$ cat src/bounded_unsorted_list_engine_defines.svh
// Assertion macros for the bounded unsorted list engine.
// Depends on a clock named clock and an active high reset named reset in the using module.
`ifndef BOUNDED_UNSORTED_LIST_ENGINE_DEFINES_SVH
`define BOUNDED_UNSORTED_LIST_ENGINE_DEFINES_SVH

// same-cycle implication
`define BULE_ASSERT_IMP(label, cond, prop, msg) \
   label: assert property (@(posedge clock) disable iff (reset) (cond) |-> (prop)) \
      else $error(msg);

// next-cycle implication
`define BULE_ASSERT_NXT(label, cond, prop, msg) \
   label: assert property (@(posedge clock) disable iff (reset) (cond) |=> (prop)) \
      else $error(msg);

`endif

$ cat src/bule_pkg.sv
// Shared types and codes for the bounded unsorted list engine.
// No dependencies.
package bule_pkg;

   localparam int DEPTH_DEFAULT       = 16;
   localparam int VALUE_WIDTH_DEFAULT = 16;

   // command codes
   localparam logic [2:0] CMD_INS_FRONT = 3'd0;
   localparam logic [2:0] CMD_INS_END   = 3'd1;
   localparam logic [2:0] CMD_FIND      = 3'd2;
   localparam logic [2:0] CMD_DEL_VALUE = 3'd3;
   localparam logic [2:0] CMD_DEL_FRONT = 3'd4;
   localparam logic [2:0] CMD_DEL_END   = 3'd5;
   localparam logic [2:0] CMD_NEXT      = 3'd6;

   // status codes
   localparam logic [2:0] STS_OK        = 3'd0;
   localparam logic [2:0] STS_FULL      = 3'd1;
   localparam logic [2:0] STS_EMPTY     = 3'd2;
   localparam logic [2:0] STS_NOT_FOUND = 3'd3;
   localparam logic [2:0] STS_END       = 3'd4;

   typedef enum logic [2:0] {
      ST_IDLE,
      ST_DECODE,
      ST_SEARCH,
      ST_SHIFT_DN,
      ST_SHIFT_UP,
      ST_WR_HEAD,
      ST_ITER_RD,
      ST_DONE
   } state_type;

endpackage

$ cat src/bounded_unsorted_list_engine.sv
// Bounded unsorted list engine: sequencer around a single entry memory.
// Depends on bule_pkg and bounded_unsorted_list_engine_defines.svh.

// The list lives in one DEPTH-entry memory with a registered read port, and a
// sequencer walks it one entry per cycle. One command is in flight at a time
// and each gives one response word. Find and delete value walk the entries
// from the head until a hit or the list end, delete value and delete front
// then move the entries behind it down one place, and insert front moves
// every entry up one place before it writes the new head; the memory takes
// one read and one write per cycle. A new command is accepted while the
// previous response still waits on the output; it only holds at completion
// until that response is taken. Store contents need no clearing after reset.
`include "bounded_unsorted_list_engine_defines.svh"

module bounded_unsorted_list_engine #(
   parameter int DEPTH       = bule_pkg::DEPTH_DEFAULT,
   parameter int VALUE_WIDTH = bule_pkg::VALUE_WIDTH_DEFAULT
) (
   input  logic        clock,
   input  logic        reset,
   input  logic        req_tvalid,
   output logic        req_tready,
   input  logic [15:0] req_tdata,   // item_value[15:0]
   input  logic [2:0]  req_tuser,   // command[2:0]
   output logic        rsp_tvalid,
   input  logic        rsp_tready,
   output logic [23:0] rsp_tdata,   // value_out[15:0], list_length[20:16], zero[23:21]
   output logic [3:0]  rsp_tuser    // status[2:0], found[3]
);

   localparam int AW  = $clog2(DEPTH);
   localparam int CW  = $clog2(DEPTH + 1);
   localparam int CW1 = CW + 1;

   bule_pkg::state_type state_ff, state_in;

   logic [VALUE_WIDTH-1:0] entry_store_ff [DEPTH];
   logic [VALUE_WIDTH-1:0] rdata_ff;

   logic                   mem_we;
   logic [AW-1:0]          mem_waddr;
   logic [AW-1:0]          mem_raddr;
   logic [VALUE_WIDTH-1:0] mem_wdata;

   logic [2:0]             cmd_ff, cmd_in;
   logic [VALUE_WIDTH-1:0] val_ff, val_in;
   logic [CW-1:0]          count_ff, count_in;
   logic [AW-1:0]          ptr_ff, ptr_in;
   logic [AW-1:0]          pos_ff, pos_in;
   logic                   act_ff, act_in;

   logic [2:0]  res_status_ff, res_status_in;
   logic        res_found_ff, res_found_in;
   logic [15:0] res_vout_ff, res_vout_in;

   logic        rsp_valid_ff, rsp_valid_in;
   logic [2:0]  rsp_status_ff, rsp_status_in;
   logic        rsp_found_ff, rsp_found_in;
   logic [15:0] rsp_vout_ff, rsp_vout_in;
   logic [4:0]  rsp_len_ff, rsp_len_in;

   logic [63:0] req_wide, rd_wide;
   logic [31:0] count_wide;
   logic [CW1-1:0] ptr_p1, ptr_p2, pos_p1, count_x;
   logic is_full, is_empty, is_one, hit, ptr_last, ptr2_last, pos_last, slot_free;

   assign req_wide   = 64'(req_tdata);
   assign rd_wide    = 64'(rdata_ff);
   assign count_wide = 32'(count_ff);

   assign count_x   = CW1'(count_ff);
   assign ptr_p1    = CW1'(ptr_ff) + CW1'(1);
   assign ptr_p2    = CW1'(ptr_ff) + CW1'(2);
   assign pos_p1    = CW1'(pos_ff) + CW1'(1);
   assign is_full   = count_ff == CW'(DEPTH);
   assign is_empty  = count_ff == '0;
   assign is_one    = count_ff == CW'(1);
   assign hit       = rdata_ff == val_ff;
   assign ptr_last  = ptr_p1 >= count_x;
   assign ptr2_last = ptr_p2 >= count_x;
   assign pos_last  = pos_p1 >= count_x;
   assign slot_free = !rsp_valid_ff || rsp_tready;

   assign req_tready = state_ff == bule_pkg::ST_IDLE;
   assign rsp_tvalid = rsp_valid_ff;
   assign rsp_tdata  = {3'b000, rsp_len_ff, rsp_vout_ff};
   assign rsp_tuser  = {rsp_found_ff, rsp_status_ff};

   // entry store, one write and one registered read per cycle
   always_ff @(posedge clock) begin
      if (mem_we) begin
         entry_store_ff[mem_waddr] <= mem_wdata;
      end
      rdata_ff <= entry_store_ff[mem_raddr];
   end

   always_ff @(posedge clock) begin
      if (reset) begin
         state_ff     <= bule_pkg::ST_IDLE;
         count_ff     <= '0;
         pos_ff       <= '0;
         act_ff       <= 1'b0;
         rsp_valid_ff <= 1'b0;
      end else begin
         state_ff     <= state_in;
         count_ff     <= count_in;
         pos_ff       <= pos_in;
         act_ff       <= act_in;
         rsp_valid_ff <= rsp_valid_in;
      end
      cmd_ff        <= cmd_in;
      val_ff        <= val_in;
      ptr_ff        <= ptr_in;
      res_status_ff <= res_status_in;
      res_found_ff  <= res_found_in;
      res_vout_ff   <= res_vout_in;
      rsp_status_ff <= rsp_status_in;
      rsp_found_ff  <= rsp_found_in;
      rsp_vout_ff   <= rsp_vout_in;
      rsp_len_ff    <= rsp_len_in;
   end

   // next state
   always_comb begin
      state_in = state_ff;
      unique case (state_ff)
         bule_pkg::ST_IDLE: begin
            if (req_tvalid) state_in = bule_pkg::ST_DECODE;
         end
         bule_pkg::ST_DECODE: begin
            unique case (cmd_ff) inside
               bule_pkg::CMD_INS_FRONT: begin
                  if (is_full) state_in = bule_pkg::ST_DONE;
                  else if (is_empty) state_in = bule_pkg::ST_WR_HEAD;
                  else state_in = bule_pkg::ST_SHIFT_UP;
               end
               bule_pkg::CMD_FIND, bule_pkg::CMD_DEL_VALUE: begin
                  state_in = is_empty ? bule_pkg::ST_DONE : bule_pkg::ST_SEARCH;
               end
               bule_pkg::CMD_DEL_FRONT: begin
                  state_in = (is_empty || is_one) ? bule_pkg::ST_DONE : bule_pkg::ST_SHIFT_DN;
               end
               bule_pkg::CMD_NEXT: begin
                  if (is_empty || (act_ff && pos_last)) state_in = bule_pkg::ST_DONE;
                  else state_in = bule_pkg::ST_ITER_RD;
               end
               default: state_in = bule_pkg::ST_DONE;
            endcase
         end
         bule_pkg::ST_SEARCH: begin
            if (hit) begin
               if (cmd_ff == bule_pkg::CMD_DEL_VALUE && !ptr_last) begin
                  state_in = bule_pkg::ST_SHIFT_DN;
               end else begin
                  state_in = bule_pkg::ST_DONE;
               end
            end else if (ptr_last) begin
               state_in = bule_pkg::ST_DONE;
            end
         end
         bule_pkg::ST_SHIFT_DN: begin
            if (ptr2_last) state_in = bule_pkg::ST_DONE;
         end
         bule_pkg::ST_SHIFT_UP: begin
            if (ptr_ff == '0) state_in = bule_pkg::ST_WR_HEAD;
         end
         bule_pkg::ST_WR_HEAD: state_in = bule_pkg::ST_DONE;
         bule_pkg::ST_ITER_RD: state_in = bule_pkg::ST_DONE;
         bule_pkg::ST_DONE: begin
            if (slot_free) state_in = bule_pkg::ST_IDLE;
         end
         default: state_in = bule_pkg::ST_IDLE;
      endcase
   end

   // datapath and memory control
   always_comb begin
      cmd_in        = cmd_ff;
      val_in        = val_ff;
      count_in      = count_ff;
      ptr_in        = ptr_ff;
      pos_in        = pos_ff;
      act_in        = act_ff;
      res_status_in = res_status_ff;
      res_found_in  = res_found_ff;
      res_vout_in   = res_vout_ff;
      rsp_valid_in  = rsp_valid_ff && !rsp_tready;
      rsp_status_in = rsp_status_ff;
      rsp_found_in  = rsp_found_ff;
      rsp_vout_in   = rsp_vout_ff;
      rsp_len_in    = rsp_len_ff;
      mem_we        = 1'b0;
      mem_waddr     = '0;
      mem_wdata     = val_ff;
      mem_raddr     = '0;

      unique case (state_ff)
         bule_pkg::ST_IDLE: begin
            if (req_tvalid) begin
               cmd_in = req_tuser;
               val_in = req_wide[VALUE_WIDTH-1:0];
            end
         end
         bule_pkg::ST_DECODE: begin
            res_status_in = bule_pkg::STS_OK;
            res_found_in  = 1'b0;
            res_vout_in   = '0;
            unique case (cmd_ff) inside
               bule_pkg::CMD_INS_FRONT: begin
                  if (is_full) begin
                     res_status_in = bule_pkg::STS_FULL;
                  end else if (!is_empty) begin
                     // start the move-up walk at the tail
                     mem_raddr = AW'(count_ff - CW'(1));
                     ptr_in    = AW'(count_ff - CW'(1));
                  end
               end
               bule_pkg::CMD_INS_END: begin
                  if (is_full) begin
                     res_status_in = bule_pkg::STS_FULL;
                  end else begin
                     mem_we    = 1'b1;
                     mem_waddr = AW'(count_ff);
                     count_in  = count_ff + CW'(1);
                     pos_in    = '0;
                     act_in    = 1'b0;
                  end
               end
               bule_pkg::CMD_FIND, bule_pkg::CMD_DEL_VALUE: begin
                  if (is_empty) begin
                     res_status_in = bule_pkg::STS_EMPTY;
                  end else begin
                     ptr_in = '0;
                  end
               end
               bule_pkg::CMD_DEL_FRONT: begin
                  if (is_empty) begin
                     res_status_in = bule_pkg::STS_EMPTY;
                  end else if (is_one) begin
                     count_in = '0;
                     pos_in   = '0;
                     act_in   = 1'b0;
                  end else begin
                     mem_raddr = AW'(1);
                     ptr_in    = '0;
                  end
               end
               bule_pkg::CMD_DEL_END: begin
                  if (is_empty) begin
                     res_status_in = bule_pkg::STS_EMPTY;
                  end else begin
                     count_in = count_ff - CW'(1);
                     pos_in   = '0;
                     act_in   = 1'b0;
                  end
               end
               bule_pkg::CMD_NEXT: begin
                  if (is_empty) begin
                     res_status_in = bule_pkg::STS_EMPTY;
                  end else if (!act_ff) begin
                     act_in = 1'b1;
                     pos_in = '0;
                  end else if (pos_last) begin
                     res_status_in = bule_pkg::STS_END;
                     pos_in        = AW'(count_ff - CW'(1));
                  end else begin
                     mem_raddr = AW'(pos_p1);
                     pos_in    = AW'(pos_p1);
                  end
               end
               default: ;
            endcase
         end
         bule_pkg::ST_SEARCH: begin
            // read of the following entry is issued whatever the compare gives
            mem_raddr = AW'(ptr_p1);
            if (hit) begin
               res_status_in = bule_pkg::STS_OK;
               res_found_in  = 1'b1;
               if (cmd_ff == bule_pkg::CMD_DEL_VALUE && ptr_last) begin
                  count_in = count_ff - CW'(1);
                  pos_in   = '0;
                  act_in   = 1'b0;
               end
            end else if (ptr_last) begin
               res_status_in = bule_pkg::STS_NOT_FOUND;
            end else begin
               ptr_in = AW'(ptr_p1);
            end
         end
         bule_pkg::ST_SHIFT_DN: begin
            mem_we    = 1'b1;
            mem_waddr = ptr_ff;
            mem_wdata = rdata_ff;
            if (ptr2_last) begin
               count_in = count_ff - CW'(1);
               pos_in   = '0;
               act_in   = 1'b0;
            end else begin
               mem_raddr = AW'(ptr_p2);
               ptr_in    = AW'(ptr_p1);
            end
         end
         bule_pkg::ST_SHIFT_UP: begin
            mem_we    = 1'b1;
            mem_waddr = AW'(ptr_p1);
            mem_wdata = rdata_ff;
            if (ptr_ff != '0) begin
               mem_raddr = ptr_ff - AW'(1);
               ptr_in    = ptr_ff - AW'(1);
            end
         end
         bule_pkg::ST_WR_HEAD: begin
            mem_we    = 1'b1;
            mem_waddr = '0;
            count_in  = count_ff + CW'(1);
            pos_in    = '0;
            act_in    = 1'b0;
         end
         bule_pkg::ST_ITER_RD: begin
            res_vout_in = rd_wide[15:0];
         end
         bule_pkg::ST_DONE: begin
            if (slot_free) begin
               rsp_valid_in  = 1'b1;
               rsp_status_in = res_status_ff;
               rsp_found_in  = res_found_ff;
               rsp_vout_in   = res_vout_ff;
               rsp_len_in    = count_wide[4:0];
            end
         end
         default: ;
      endcase
   end

   `BULE_ASSERT_IMP(a_iter_in_list, act_ff, CW'(pos_ff) < count_ff, "iterator beyond list end")
   `BULE_ASSERT_IMP(a_rsp_from_done, $rose(rsp_valid_ff), $past(state_ff) == bule_pkg::ST_DONE, "response raised outside completion")
   `BULE_ASSERT_NXT(a_idle_keeps_list, state_ff == bule_pkg::ST_IDLE, $stable(count_ff) && $stable(act_ff), "list state moved while idle")

endmodule
$ cat config.mk
export PLATFORM = sky130hd
export DESIGN_NAME = bounded_unsorted_list_engine
export DESIGN_NICKNAME = d
export VERILOG_FILES = /design/src/bule_pkg.sv /design/src/bounded_unsorted_list_engine.sv
export VERILOG_INCLUDE_DIRS = /design/src /design/src/src
export SDC_FILE = /design/constraint.sdc
export NUM_CORES = 1
export LEC_CHECK = 0
export ABC_AREA = 1
export ABC_CLOCK_PERIOD_IN_PS = 4270
export BUFFER_PORTS_ARGS = -buffer_cell sky130_fd_sc_hd__buf_2
export CORE_MARGIN = 4
export CORE_UTILIZATION = 40
export DETAILED_ROUTE_END_ITERATION = 7
export PLACE_DENSITY = 0.61
export SLEW_MARGIN = 10
export SYNTH_ARGS = -nofsm -noshare
export SYNTH_HDL_FRONTEND = slang
export SYNTH_SLANG_ARGS = --single-unit
$ cat constraint.sdc
create_clock -name clock -period 4.27 [get_ports clock]
set_clock_uncertainty 0.2 [all_clocks]
set_input_delay 0.2135 -clock clock [delete_from_list [all_inputs] [get_ports clock]]
set_output_delay 0.2135 -clock clock [all_outputs]
set_load 0.01 [all_outputs]
-- After elaboration in Yosys (flattened, before gate mapping)
Memory sizes are Yosys's and may differ from the RTL's. A register that Yosys moved wholly into a read port is not among the register bits.
Index checks and enable logic that the tools add are counted.
- bits in registers: 82
- bits in writable memories: 256
- output and inout bits: 30
- word-level logic and storage cells: 186
- memories: 1
- input bits: 23
- memory list (name ; depth ; width ; rd ports ; clocked after memory_dff ; wr ports ; line ; RTL):
    entry_store_ff ; 16 ; 16 ; 1 ; 1 ; 1 ; bounded_unsorted_list_engine.sv:37 ; logic [VALUE_WIDTH-1:0] entry_store_ff [DEPTH];
- $lt $le $gt $ge: 3
- equality and inequality tests: 39
- reductions and logical operators: 33
- add/sub/neg operators: 6
- mux-type cells: 89
- operator list (kind ; count):
    $mux 4 ; 27
    $pmux 4 s4 ; 4
    $mux 3 ; 15
    $pmux 4 s3 ; 3
    $mux 5 ; 7
    $pmux 16 s2 ; 1
    $ne 3x3->1 const B ; 10
    $eq 3x3->1 const B ; 7
    $pmux 3 s7 ; 1
    $mux 1 ; 20
    $ne 2x2->1 const B ; 10
    $pmux 5 s4 ; 1
    $eq 16x16->1 ; 1
    $mux 16 ; 1
    $ge 5x5->1 ; 3
    $pmux 5 s3 ; 1
    $eq 3x2->1 const B ; 4
    $pmux 3 s4 ; 1
    $reduce_bool 4->1 ; 3
    $reduce_and 11->1 ; 1
    $add 4x1->5 const B ; 2
    $reduce_and 10->1 ; 1
    $pmux 3 s3 ; 1
    $reduce_and 9->1 ; 1
    26 further kinds ; 44

-- Depth between registers and ports, before layout
Gate-level depths: netlist of run 1.
- word-level depth: 7
- depth in mapped cells: 21
- gate-level depth less buffers: 19

-- Worst setup path before layout of run 1
No wires, ideal clock.
- path type: register to register
- from: register count_ff[0]
- to: memory entry_store_ff[0][0] in the netlist's numbering, enable pin
- arrival time: 2.807 ns
- setup time: 0.419 ns
- cell stages (with the launch flop): 11
- setup slack: 0.844 ns
- period minus slack after synthesis: 3.426 ns
- data required time: 3.651 ns
- buffers on the path: 0
- path through: dfxtp_1 inv_1 ha_1 nand2_1 nor2_1 nor2_1 inv_1 o21ai_0 inv_1 nand2_1 a311oi_1
- cells in the longest elaborated chain, start to end: 6
- elaborated cells between the ends (all ways): 9
- classes of those cells: eq/ne: 1; mux: 8
- ends and longest elaborated chain (item ; line ; RTL):
    from (decl) ; bounded_unsorted_list_engine.sv:47 ; logic [CW-1:0] count_ff, count_in;
    from (signal assigned) ; bounded_unsorted_list_engine.sv:106 ; count_ff <= count_in;
    $eq 5x5->1 ; bounded_unsorted_list_engine.sv:75 ; assign is_full = count_ff == CW'(DEPTH);
    $mux 1 ; bounded_unsorted_list_engine.sv:219 ; if (is_full) begin
    $mux 1 ; bounded_unsorted_list_engine.sv:208 ; unique case (cmd_ff) inside
    $pmux 1 s2 ; bounded_unsorted_list_engine.sv:197 ; unique case (state_ff)
    $mux 1 ; bounded_unsorted_list_engine.sv:91 ; if (mem_we) begin
    $mux 1 (not written as such) ; bounded_unsorted_list_engine.sv:92 ; entry_store_ff[mem_waddr] <= mem_wdata;
    to (decl) ; bounded_unsorted_list_engine.sv:37 ;
Several ways; a longest one is shown, not always the timed one.

-- Worst setup path after layout of run 1
- from: register ptr_ff[1]
- to: register rdata_ff[15] (read register of entry_store_ff)
- cells in the longest elaborated chain, start to end: 4
- elaborated cells between the ends (all ways): 8
- classes of those cells: add/sub: 3; order compare: 1; mux: 3; reduce/logical: 1
- ends and longest elaborated chain (item ; line ; RTL):
    from (decl) ; bounded_unsorted_list_engine.sv:48 ; logic [AW-1:0] ptr_ff, ptr_in;
    from (signal assigned) ; bounded_unsorted_list_engine.sv:113 ; ptr_ff <= ptr_in;
    $add 4x2->5 ; bounded_unsorted_list_engine.sv:73 ; assign ptr_p2 = CW1'(ptr_ff) + CW1'(2);
    $ge 5x5->1 ; bounded_unsorted_list_engine.sv:80 ; assign ptr2_last = ptr_p2 >= count_x;
    $mux 4 ; bounded_unsorted_list_engine.sv:295 ; if (ptr2_last) begin
    $pmux 4 s4 (*) ; bounded_unsorted_list_engine.sv:197 ;
    to (decl) ; bounded_unsorted_list_engine.sv:38 ; logic [VALUE_WIDTH-1:0] rdata_ff;
Every way passes the cells marked *; elsewhere a longest branch is shown, timed or not.
A chain may end at the register's enable or synchronous reset.

==> results of run 1 <==
## metal layers
| layer | routed length [µm] | up-vias | share of wire | global-route usage |
|---|---|---|---|---|
| met5 | 0 | - | 0 | 0 |
| met4 | 1210 | 0 | 0.027 | 0.0624 |
| met3 | 3450 | 79 | 0.076 | 0.0391 |
| met2 | 21100 | 495 | 0.46 | 0.324 |
| met1 | 19700 | 5975 | 0.43 | 0.281 |
| li1 | - | 5773 | - | - |
## sequential cells by signal, indices dropped and copies added (netlist names), 4 cells and up
signal and count:
pos_ff 4, res_vout_ff 16, entry_store_ff 256, val_ff 16, rsp_len_ff 5, ptr_ff 4
count_ff 5, rdata_ff 16, rsp_vout_ff 16
## worst paths after layout
kind	to	slack, ns
worst max register to register	rdata_ff[15]	0.69
worst min-delay path	cmd_ff[1]	0.13
worst min register to register	rsp_vout_ff[8]	0.21
worst max-delay path	rdata_ff[15]	0.69
## worst min-delay path, delay by kind of cell
kind	cells	cell delay [ns]
buffers and inverters	3	0.42
AND/OR/NAND/NOR	1	0.05
## report_power, final
part           total [µW]  internal [µW]  switching (µW)
clock network        3440           2060            1380
logic                4940           1520            3430
registers            5070           4760             309
total               13500           8340            5110
## logic make-up (layout without fill, tap and decap cells)
logic type	Yosys count	after routing
AND/OR/NAND/NOR	833	833
buffers and inverters	312	420
AO/OA/AOI/OAI	85	85
XOR/XNOR	25	25
flip-flops	354	354
other	1	3
adder cells (fa/ha/maj)	28	28
## cell usage in the layout, fill, tap and decap left out, types with 6 or more instances in the layout
cell type,instances
a21oi_1,27
buf_12,11
buf_2,49
buf_4,47
clkbuf_1,8
clkbuf_16,39
clkinv_1,6
dfxtp_1,30
dlygate4sd3_1,22
edfxtp_1,324
ha_1,28
inv_1,207
inv_2,14
nand2_1,388
nand3_1,185
nand4_1,143
nor2_1,67
nor2_2,23
nor3_1,13
o21ai_0,36
xnor2_1,13
xor2_1,12
## stage by stage
step	instance area, µm²	hold slack (ns)	std cells	power, µW	utilization
final	19100	0.125	2280	13500	0.469
after global routing	19100	0.150	2280	14300	0.469
after CTS	19100	0.111	2280	13500	0.469
after detailed placement	17600	0.192	2189	10000	0.432
after global placement	17600	0.190	2189	9950	0.432
after floorplan	16500	0.112	1640	8260	-
## area by class of cell
cell class	instances	area (µm²)	share of cell area
clock buffer	51	1060	0.0555
multi-input combinational	974	4960	0.259
sequential	354	10300	0.540
timing repair buffer	129	1040	0.0543
clock inverter	18	231	0.0121
inverter	222	833	0.0436
tap	532	666	0.0348
## timing repair
action / CTS / global route
hold endpoints to repair: 28 / 0
hold buffers: 22 / 0
setup buffers: 0 / 0
==> results.cfg, run 1 <==
[setup_path]
timing_worst_setup_path_type = reg2reg
critical_path_required_ns = 4.51
crit_path_cell_chain = inv_1 -> ha_1 -> ha_1 -> nand2_1 -> nand2_1 -> a21oi_1 -> nand3_1 -> inv_1 -> nand2_1 -> inv_2 -> nand2_1 -> nand3_1 -> buf_12 -> nand3_1 -> nand3_1 -> nand2_1
setup.worst_path.start = ptr_ff[1]
critPathArrivalTime_ns = 3.82
regToRegStartpoint = ptr_ff[1]
rr_worst_depth = 16
crit_path_max_incr_delay_ns = 0.55
critical_path_cell_count = 16
slowest_stage = nand3_1
critical_path.n_buffers_inverters = 4
critPathCaptureType = register
critical_path_peak_fanout = 22
crit_path_start_kind = register
cp_common_cell = nand2_1
critical-path-top-delay-family = simple AND/OR/NAND/NOR gates

[timing]
setup_tns_ns = 0
worst_pin_slew_ns = 1.18
timing.final.crit_share = 0.838
clock.fmax_mhz = 279
final_critical_path_setup_slack_ns = 0.690
rsz_0062_raised_after_global_routing = no
final_period_minus_worst_setup_slack_ns = 3.58
final_max_slew_viol_count = 0
setup_violations = 0
timing.slew.headroom = 0.210
final-hold-violation-count = 0

[placement]
gp_congestion = 0.919
port_buffers = 49
placement.setup.worst_slack_ns = 0.751
post-dp-hpwl_um = 26700

[clock_tree]
clock_path_buffers = 3
clk_pin_slew_worst_paths_ns = 0.06
cts_buffers = 39
cts_sinks = 354
cts_max_level = 2
post_cts.resized_instances = 0
worst_skew_pair.late_latency_ns = 0.56
tritoncts = built
cts_root_buffer = clkbuf_16

[logic_synthesis]
yosys.area_share.simple = 0.231
synth-async-reset-ratio = 0
syn-cell-area_um2 = 16500
dominantRegCellSynth = edfxtp_1
seq_area_frac_synth = 0.628
synth_fa_ha_area_frac = 0.0213
synthDominantCellAreaShare = 0.591
fraction_of_synthesized_area_in_multiplexers = 0
yosysMostFrequentCell = nand2_1
yosys-top-cells-count = nand2_1, edfxtp_1, inv_1
synth-compound-area-share = 0.0292
synth_enable_flop_cells = 324
synthCells = 1638
postSynthRegisterBits = 354
syn_avg_cell_area_um2 = 10.0
yosys-top-cells-area = edfxtp_1, nand2_1, nand3_1, nand4_1, inv_1
synth_xor_area_frac = 0.0133
synth_top_family_by_area = simple AND/OR/NAND/NOR gates
synthDistinctLibCells = 42
synth_warnings = 0
synth.largest_area_cell = edfxtp_1

[global_routing]
gr-total-overflow = 0
grt_start_max_net_pins = 129
first_global_vias = 12000
grt_antenna_before_repair = 0
global_route.usage.total = 0.202
grt_pass1_wl_um = 70300

[die]
area_of_the_placeable_core_um2 = 40700
io-pin-count = 53
initial_utilization = 0.404
chipWidth_um = 211
core.rowCount = 74
fp.dieH_um = 211
floorplan.die_area_um2 = 44400

[cells_and_area]
area_growth_syn_to_layout_pct = 16.2
num-nets-final = 1771
fillers = 3734
num_antenna_cells = 0
drive_gt1_frac = 0.122

[routing]
antenna_left = 0
via_per_inst = 5.40
detailroute.via_count = 12300
detail_route.drc_violations = 0
final_routed_wire_length_divided_by_cell_count_um = 19.9
detailedRoute.firstPassIterationCount = 6
drt_first_iter_violations = 1322
totalWireLength_um = 45500

[pwr]
worst_ir_drop_vdd_mv = 0.279
leakage_uw = 0.00786
power_density_nw_per_um2 = 704

[job]
max_cap_violations = 0

[min_path]
min_path_cells = 4
timing.hold.worst.start = req_tvalid
worst_hold_path_type = in2reg

[status]
run_status = complete, no violations
No activity file was read; power rests on OpenSTA's default activity.
==> run 2, diff against run 1 <==
Settings changed: ABC_CLOCK_PERIOD_IN_PS 4270 to 3700.
Clock period 4.27 ns to 3.7 ns, I/O delays scaled along.
==> results.cfg, run 2 (synthesis gave the netlist of run 1 again) <==
[status]
run_status = complete, no violations

[cells_and_area]
num-nets-final = 1787
fin_cells = 2295
mostFrequentLayoutCell = nand2_1
num_antenna_cells = 0
largest_register_ff_count = 256
largest-register = entry_store_ff
layout.cells.most_common_list = nand2_1, edfxtp_1, inv_1
drive_gt1_frac = 0.129
area_growth_syn_to_layout_pct = 16.4

[routing]
antenna_left = 0
detailroute.via_count = 12300
via_per_inst = 5.35
detail_route.drc_violations = 0
totalWireLength_um = 44800
final_routed_wire_length_divided_by_cell_count_um = 19.5
drt_first_iter_violations = 1130
detailedRoute.firstPassIterationCount = 5

[setup_path]
crit_path_start_kind = register
register_to_register_setup_slack_ns = 0.34
critPathCaptureType = register
critPathArrivalTime_ns = 3.59
timing_worst_setup_path_type = reg2reg
critical_path_required_ns = 3.93
critical_path_peak_fanout = 7

[placement]
port_buffers = 49
placement.setup.worst_slack_ns = 0.321
post-dp-hpwl_um = 26700
gp_congestion = 0.911
place_inst = 2206

[min_path]
worst_hold_path_type = in2reg

[global_routing]
grt_start_max_net_pins = 84
grt_antenna_before_repair = 0
global_route.usage.total = 0.198
gr-total-overflow = 0
grt_pass1_wl_um = 68400
first_global_vias = 11600

[die]
area_of_the_placeable_core_um2 = 40700
core.rowCount = 74
chipWidth_um = 211
fp.dieH_um = 211
initial_utilization = 0.404
floorplan.die_area_um2 = 44400
io-pin-count = 53

[timing]
clock.fmax_mhz = 298
final_max_slew_viol_count = 0
final_critical_path_setup_slack_ns = 0.343
timing.slew.headroom = 0.506
rsz_0062_raised_after_global_routing = no
timing.final.crit_share = 0.907
worst_pin_slew_ns = 0.742
setup_tns_ns = 0
final-hold-violation-count = 0
setup_violations = 0
final_period_minus_worst_setup_slack_ns = 3.36

[pwr]
worst_ir_drop_vdd_mv = 0.387
leakage_uw = 0.00790
power_density_nw_per_um2 = 798
totalPowerFinal_uw = 15300

[job]
max_cap_violations = 0

[clock_tree]
clk_pin_slew_worst_paths_ns = 0.06
cts_root_buffer = clkbuf_16
cts_buffers = 38
clock_path_buffers = 3
worst_skew_pair.late_latency_ns = 0.54
cts_max_level = 2
cts_sinks = 354
tritoncts = built
post-cts-setup-buffers = 0
==> run 2: changes by cell type in the layout (fill, tap and decap cells not counted), sizes merged <==
cell,delta
inv,-2
buf,+17
bufinv,-2
clkinv,-3
clkbuf,+5
==> run 2: through the flow <==
step                hold WS, ns  utilization  cell area [µm²]
finish                   0.0585        0.470            19200
global route             0.0540        0.470            19200
CTS                      0.0285        0.470            19200
detailed placement        0.163        0.434            17700
global placement          0.161        0.434            17700
floorplan                0.0839            -            16500
==> run 2: per-layer routing <==
layer / GRT usage / part of all wire
met3: 0.0319 / 0.072
met4: 0.0711 / 0.033
met5: 0 / 0
met2: 0.310 / 0.46
met1: 0.282 / 0.44
==> run 2: path summary, 6_finish.rpt <==
path | cells after the start | to | start
max | 15 | count_ff[4] | ptr_ff[0]
min | 4 | val_ff[3] | req_tvalid
max reg2reg | 15 | count_ff[4] | ptr_ff[0]
min reg2reg | 0 | rsp_vout_ff[14] | res_vout_ff[14]
==> run 2: what timing repair did <==
| action | 4_1_cts | 5_1_grt |
|---|---|---|
| hold buffers | 22 | 0 |
| setup endpoints to repair | 0 | 8 |
| resized for setup | 0 | 2 |
| hold endpoints to repair | 28 | 0 |
==> run 2: layout make-up <==
class,count,area (µm²)
clock buffer,56,1080
multi-input combinational,974,4960
timing repair buffer,146,1130
clock inverter,11,153
tap,532,666
sequential,354,10300
fill,3747,21600
inverter,222,833
==> run 2: worst max-delay path, stage by stage, from the launching register on <==
cell and delay, ns:
edfxtp_1 0.49, ha_1 0.30, xnor2_1 0.29, inv_1 0.15, ha_1 0.35, nand2_1 0.06, inv_1 0.05, o21ai_0 0.09
nand4_1 0.23, nand3_1 0.10, nand2_1 0.08, nand4_1 0.14, nor2_1 0.37, inv_1 0.16, nor2_1 0.11, nor2_1 0.05
==> run 2: report_power, final <==
part	internal [µW]	switching (µW)
registers	5490	329
clock network	2240	1540
logic	1790	3900
==> run 3, diff against run 2 <==
Settings changed: CORE_UTILIZATION 40 to 35, MAX_ROUTING_LAYER from default to met4, PLACE_DENSITY 0.61 to 0.56.
==> results.cfg, run 3 (synthesis gave the netlist of run 1 again) <==
[cells_and_area]
multi_input_area_um2 = 4960
fillers = 4428
num-nets-final = 1786
area_growth_syn_to_layout_pct = 17.5
drive_gt1_frac = 0.130
num_antenna_cells = 0
layout.cells.most_common_list = nand2_1, edfxtp_1, inv_1
seq_area_um2 = 10300
largest_register_ff_count = 256
mostFrequentLayoutCell = nand2_1
largest-register = entry_store_ff

[timing]
timing.final.crit_share = 0.937
final_max_slew_viol_count = 0
setup_violations = 0
final_period_minus_worst_setup_slack_ns = 3.47
clock.fmax_mhz = 288
final-hold-violation-count = 0
hold_ws_ns = 0.131
rsz_0062_raised_after_global_routing = no
worst_pin_slew_ns = 1.10
timing.slew.headroom = 0.266
setup_tns_ns = 0

[clock_tree]
post-cts-setup-buffers = 0
cts_root_buffer = clkbuf_16
clk_pin_slew_worst_paths_ns = 0.06
tritoncts = built
cts_max_level = 2
worst_skew_pair.late_latency_ns = 0.55
cts_sinks = 354
cts_buffers = 41
clock_path_buffers = 3

[global_routing]
global_route.usage.total = 0.184
grt_start_max_net_pins = 129
first_global_vias = 11700
grt_antenna_before_repair = 0
gr-total-overflow = 0
grt_pass1_wl_um = 70500

[min_path]
timing.hold.worst.start = req_tvalid
min_path_cells = 4
hold_path_sink = cmd_ff[2]
worst_hold_path_type = in2reg

[pwr]
worst_ir_drop_vdd_mv = 0.459
power_density_nw_per_um2 = 804
leakage_uw = 0.00794
totalPowerFinal_uw = 15600

[die]
area_of_the_placeable_core_um2 = 46600
core.rowCount = 79
fp.dieH_um = 225
initial_utilization = 0.353
io-pin-count = 53
floorplan.die_area_um2 = 50500
chipWidth_um = 225

[setup_path]
crit_path_start_kind = register
critical_path_peak_fanout = 12
regToRegStartpoint = count_ff[1]
rr_worst_depth = 11
timing.rr.end = entry_store_ff[0][12]
critPathArrivalTime_ns = 3.48
critPathCaptureType = register
critical_path_required_ns = 3.72
timing_worst_setup_path_type = reg2reg
register_to_register_setup_slack_ns = 0.23

[placement]
port_buffers = 49
gp_congestion = 0.914
post-dp-hpwl_um = 27700

[job]
max_cap_violations = 0

[routing]
drt_first_iter_violations = 1043
final_routed_wire_length_divided_by_cell_count_um = 19.3
antenna_left = 0
detailedRoute.firstPassIterationCount = 6
via_per_inst = 5.13
detail_route.drc_violations = 0
totalWireLength_um = 45700
detailroute.via_count = 12200

[status]
run_status = complete, no violations
-- run 3: cell types whose count changed in the layout (fill, tap and decap cells not counted), moves of 3 or more --
| cell | delta |
|---|---|
| clkbuf_16 | +3 |
| clkinv_2 | +6 |
| clkbuf_1 | -5 |
| clkbuf_8 | -3 |
| buf_12 | +4 |
| buf_4 | -7 |
-- run 3: worst max-delay path by stage --
stage	cells after the start	startpoint	slack, ns	endpoint
after floorplan	10	count_ff[0]	0.27	entry_store_ff[0][0]
after global placement	11	count_ff[1]	0.21	entry_store_ff[0][10]
after detailed placement	11	count_ff[1]	0.27	entry_store_ff[0][10]
after CTS	11	count_ff[1]	0.24	entry_store_ff[0][14]
after global routing	19	pos_ff[0]	0.02	rdata_ff[10]
final	11	count_ff[1]	0.23	entry_store_ff[0][12]
-- run 3: what timing repair did --
item / CTS / global route
hold buffers: 22 / 0
setup endpoints to repair: 0 / 5
gates resized for setup: 0 / 2
endpoints found under the hold margin: 28 / 0
-- run 3: worst max-delay path: stages, from the launching register on --
cell,delay [ns]
dfxtp_1,0.35
inv_1,0.32
ha_1,0.30
nand2_1,0.09
nor2_1,0.43
nor2_1,0.17
inv_1,0.15
o21ai_0,0.14
inv_1,0.11
nand2_1,0.17
a311oi_4,0.34
buf_4,0.35
-- run 3: per-layer routing --
layer,GRT usage,share of wire,vias up
met4,0.0508,0.021,0
met2,0.287,0.47,408
met5,-,0,-
met3,0.0243,0.059,64
li1,-,-,5800
met1,0.256,0.45,5885
-- run 3: area by class of cell --
class,instances,share of cell area
clock buffer,51,0.0566
clock inverter,20,0.0109
inverter,222,0.0432
multi-input combinational,974,0.257
sequential,354,0.534
tap,607,0.0393
timing repair buffer,142,0.0594
-- run 3: through the flow --
| stage | worst slack [ns] | cell area (µm²) | utilization | instances |
|---|---|---|---|---|
| floorplan | 0.274 | 16500 | - | 1640 |
| global placement | 0.214 | 17800 | 0.383 | 2277 |
| detailed placement | 0.268 | 17800 | 0.383 | 2277 |
| CTS | 0.236 | 19300 | 0.415 | 2370 |
| global route | 0.0218 | 19300 | 0.415 | 2370 |
| finish | 0.233 | 19300 | 0.415 | 2370 |
-- run 3: report_power, final --
part	switching (µW)	internal (µW)	total [µW]	leakage, µW
clock	1580	2370	3950	0.000641
sequential	339	5490	5830	0.00320
combinational	3940	1830	5770	0.00410
